File: src/rtl/gbn_pkg.sv
package gbn_pkg;

  // Defaults for the top-level parameters
  localparam int RING_DEPTH_DEF = 64;
  localparam int TIME_WIDTH_DEF = 32;

  // Protocol constants
  localparam int RETRY_LIMIT    = 5;
  localparam int WARMUP_PACKETS = 10;
  localparam int US_PER_MS      = 1000;
  // Warm-up timeout: elapsed/1000 > 100  <=>  elapsed >= 101 * 1000
  localparam int WARMUP_THRESH  = (100 + 1) * US_PER_MS;

  // Shared divider geometry: numerator covers mean*samples + elapsed
  localparam int NUM_W = 49;
  localparam int DEN_W = 17;
  // Quotient of 2*mean/1000 and the threshold built from it
  localparam int Q_W   = 24;
  localparam int THR_W = 35;

  // Operation codes
  localparam logic [1:0] OP_TICK = 2'd0;
  localparam logic [1:0] OP_GEN  = 2'd1;
  localparam logic [1:0] OP_ACK  = 2'd2;
  localparam logic [1:0] OP_SEND = 2'd3;

  // Register map
  localparam int          ADDR_W      = 4;
  localparam logic [3:0]  ADDR_WINDOW = 4'h0;
  localparam logic [3:0]  ADDR_TOTAL  = 4'h4;
  localparam logic [3:0]  ADDR_LIMIT  = 4'h8;

  localparam logic [6:0]  WINDOW_RST = 7'd8;
  localparam logic [15:0] TOTAL_RST  = 16'd1000;
  localparam logic [15:0] LIMIT_RST  = 16'd64;

  typedef struct packed {
    logic [1:0]  operation;
    logic [15:0] ack_seq;
  } item_t;

  typedef struct packed {
    logic        send_valid;
    logic [15:0] send_seq;
    logic [7:0]  send_header;
    logic        timed_out;
    logic        done_res;
    logic        failed;
    logic [31:0] rtt_average;
    logic [15:0] base_seq;
    logic [31:0] sent_total;
  } result_t;

  typedef struct packed {
    logic busy;
    logic done;
  } div_sts_t;

endpackage

File: src/rtl/gbn_div.sv
module gbn_div #(
  parameter int NUM_W = gbn_pkg::NUM_W,
  parameter int DEN_W = gbn_pkg::DEN_W
) (
  input  logic                  clk,
  input  logic                  rst,
  input  logic                  start,
  input  logic [NUM_W-1:0]      num,
  input  logic [DEN_W-1:0]      den,
  output gbn_pkg::div_sts_t     sts,
  output logic [NUM_W-1:0]      quot
);

  localparam int CNT_W = $clog2(NUM_W + 1);

  logic [DEN_W-1:0] den_r;
  logic [DEN_W-1:0] rem;
  logic [CNT_W-1:0] cnt;
  logic             busy;
  logic             done;
  logic [DEN_W:0]   rem_sh;
  logic             fits;

  // Shift in the next numerator bit and try the subtract
  assign rem_sh = {rem, quot[NUM_W-1]};
  assign fits   = rem_sh >= {1'b0, den_r};

  // One quotient bit per cycle, restoring
  always_ff @(posedge clk) begin
    if (rst) begin
      busy <= 1'b0;
      done <= 1'b0;
      cnt  <= '0;
    end else begin
      done <= 1'b0;
      if (start) begin
        busy  <= 1'b1;
        cnt   <= CNT_W'(NUM_W);
        rem   <= '0;
        quot  <= num;
        den_r <= den;
      end else if (busy) begin
        rem  <= fits ? DEN_W'(rem_sh - {1'b0, den_r}) : rem_sh[DEN_W-1:0];
        quot <= {quot[NUM_W-2:0], fits};
        cnt  <= cnt - 1'b1;
        if (cnt == CNT_W'(1)) begin
          busy <= 1'b0;
          done <= 1'b1;
        end
      end
    end
  end

  assign sts.busy = busy;
  assign sts.done = done;

endmodule

File: config.mk
export PLATFORM = sky130hd
export DESIGN_NAME = gbn_div
export DESIGN_NICKNAME = d
export VERILOG_FILES = /design/src/rtl/gbn_pkg.sv /design/src/rtl/gbn_div.sv
export SDC_FILE = /design/constraint.sdc
export NUM_CORES = 1
export LEC_CHECK = 0
export ABC_AREA = 1
export BUFFER_PORTS_ARGS = -buffer_cell sky130_fd_sc_hd__buf_2
export CORE_ASPECT_RATIO = 1.2
export CORE_MARGIN = 4
export CORE_UTILIZATION = 54
export DETAILED_ROUTE_END_ITERATION = 6
export HOLD_SLACK_MARGIN = 0.05
export PLACE_DENSITY = 0.8
export RECOVER_POWER = 25
export SLEW_MARGIN = 15
export SYNTH_ARGS = -nofsm -noshare
export SYNTH_HDL_FRONTEND = slang
export SYNTH_SLANG_ARGS = --single-unit
File: constraint.sdc
create_clock -name clk -period 7.6 [get_ports clk]
set_input_delay 0.38 -clock clk [delete_from_list [all_inputs] [get_ports clk]]
set_output_delay 0.38 -clock clk [all_outputs]
set_load 0.01 [all_outputs]
==> flow_summary.yaml <==
status:
  status: "finished clean"
finish:
  final_nets: 807
  fin_cells: 843
  antenna-diode-count: 0
  syn2layout_area_growth_pct: 17.3
  drive_gt1_share_pct: 19.1
  postLayoutCoreUtil_pct: 65.4
pwr:
  clkPwrFrac_pct: 29.5
  leakage_nw: 2.93
  p_per_area_nw_per_um2: 236
  p_int_mw: 0.972
  p_switching_mw: 0.428
  ir_worst_vdd_mv: 0.143
  seq_power_share_pct: 45.4
  switching_share_pct: 30.6
  power_frac_comb_pct: 25.1
critical_path:
  crit_top_cell: "buf_4"
  reg2reg_slack_ns: 5.23
  arrival_ns: 3.50
  path_cells: "buf_2 -> buf_4 -> clkinv_2 -> o21ai_4 -> buf_4"
  critical-path-max-stage-delay_ns: 1.13
  critPathKind: "primary input to register"
  required_ns: 7.62
  worstPathMaxFanout: 71
  setup.worst_path.start_class: "primary input"
  crit_buf_inv: 4
  cp_top_family: "buffers and inverters"
  cpMaxStageDelayCell: "o21ai_4"
  cp-end-kind: "register"
clocking:
  cts_max_level: 3
  cts_buffers: 9
  cts_tree: "yes"
  cts_resized: 0
  cts.clk_slew.worst_paths_ns: 0.09
  cts_buffer_depth: 2
  cts_setup_buffers: 0
  clock_latency_ns: 0.36
  cts_hold_buf: 0
  clock_tree.root_cell: "clkbuf_8"
  clock_sinks: 91
synth:
  post-synth-top-area-cell: "edfxtp_1"
  synthCells: 605
  syn-num-nets: 694
  synth.distinct_cells: 36
  yosys_warnings: 0
  synthesis.area_um2: 5060
  yosysTopAreaCellShare_pct: 49.2
  synth-edff-count: 83
  postSynthAreaPerCell_um2: 8.37
  synthTopCellsByCount: "nand2_1 (268), edfxtp_1 (83), inv_1 (62)"
  yosys.cell_count.top_type: "nand2_1"
  synthTopCellsByArea: "edfxtp_1 (49%), nand2_1 (20%), ha_1 (4.7%)"
  ys_seq_elements: 91
  synthArstFlopShare_pct: 0
  synth-seq-area-share_pct: 52.4
  ys.flop_type: "edfxtp_1"
grt:
  grt_max_degree: 72
  track_usage_pct: 22.1
  grt_pass1_vias: 4089
  grt.overflow.total: 0
  grt_pass1_wl_um: 18600
  antenna_found_initial: 0
detailed_routing:
  ant_nets: 0
  wl_um: 11600
  vias_per_cell: 5.00
  drc: 0
  dr.pass1.iters: 5
  wl_per_cell_um: 13.7
  drt_iter0_drc: 275
  vias: 4213
placed_design:
  pre_cts_ws_ns: 4.20
  globalplace.congestion: 0.892
  dpl.cell_count: 827
  dp_hpwl_um: 8660
  port_buffers: 119
sta:
  drv_slew: 0
  setup_viol: 0
  finalWorstSetupSlack_ns: 4.12
  finalCritPeriodShare_pct: 45.9
  fin_setup_tns_ns: 0
  max_slew_margin_pct: 32.9
  period_needed_ns: 3.48
  rsz0062_at_grt: "no"
  fin_hold_ws_ns: 0.192
  tightest_slew_ns: 1.00
  skew_ns: 0.00989
  report.final.hold_viol_count: 0
  fmax_ghz: 0.287
floorplanning:
  rows: 38
  core_area_um2: 9080
  ios: 120
  die_w_um: 96.4
  die_y_um: 114
  die_area_um2: 11000
  initial_core_util_pct: 55.8
min_path:
  hp-class: "primary input to register"
flow_run:
  cap_violations: 0
[power by group through the flow]
| stage | clock (mW) | combinational [mW] | sequential (mW) |
|---|---|---|---|
| 2_1_floorplan | 0 | 0.250 | 0.655 |
| 3_5_place_dp | 0 | 0.354 | 0.645 |
| 5_1_grt | 0.437 | 0.399 | 0.641 |
| 3_3_place_gp | 0 | 0.346 | 0.645 |
| 6_report | 0.413 | 0.352 | 0.636 |
| 4_1_cts | 0.416 | 0.357 | 0.635 |
[through the flow]
stage | total power, mW | instance area (µm²)
after global placement | 0.991 | 5730
after floorplan | 0.904 | 5060
after detailed placement | 0.998 | 5730
final | 1.40 | 5940
after global routing | 1.48 | 5940
after CTS | 1.41 | 5990
[cells in the final DEF (no fill, tap or decap), drive strengths merged]
cell type	Yosys	layout
fa	1	1
clkbuf	11	48
or2	1	1
a211oi	1	1
clkinv	1	3
xnor2	2	2
o21bai	1	1
ha	19	19
xor2	7	7
nor2	59	59
bufinv	0	3
nand3b	12	12
nor3b	2	2
nor3	4	4
and2	1	1
dfxtp	8	8
a31oi	1	1
buf	9	85
o22ai	1	1
nand4	2	2
a21oi	9	9
nand2	274	274
nand3	20	20
o21ai	5	5
inv	71	71
edfxtp	83	83
[final cells by class]
type | count | area, µm²
clock buffers | 11 | 151
clock inverters | 5 | 108
fillers | 773 | 3140
inverters | 72 | 272
multi-input cells | 422 | 2040
flip-flops and latches | 91 | 2650
well taps | 120 | 150
repair buffers | 122 | 572
[path summary, 6_finish.rpt]
check             endpoint  depth (start not counted)     start
setup reg to reg    rem[5]                         11  quot[48]
hold / removal    den_r[8]                          1    den[8]
setup / recovery   quot[9]                          5     start
hold reg to reg     cnt[1]                          2    cnt[1]
[per-layer routing]
layer	GRT usage, %	vias up	wire length (µm)
met2	37.1	161	5740
met5	0	-	0
met4	6.83	0	198
li1	-	2125	-
met3	6.71	12	939
met1	27.3	1915	4690
[registers in the layout (all words and copies together), names as in the netlist]
register  cells
busy          1
den_r        17
quot         49
cnt           6
rem          17
done          1
[cell families after synthesis]
kind of cell | Yosys count | share of synthesized area, %
buf+inv | 92 | 7.61
simple gates | 375 | 31.2
compound gates | 18 | 2.15
flops | 91 | 52.4
fa+ha+maj | 20 | 5.09
xor+xnor | 9 | 1.56
Power figures use the tool's default switching activity.
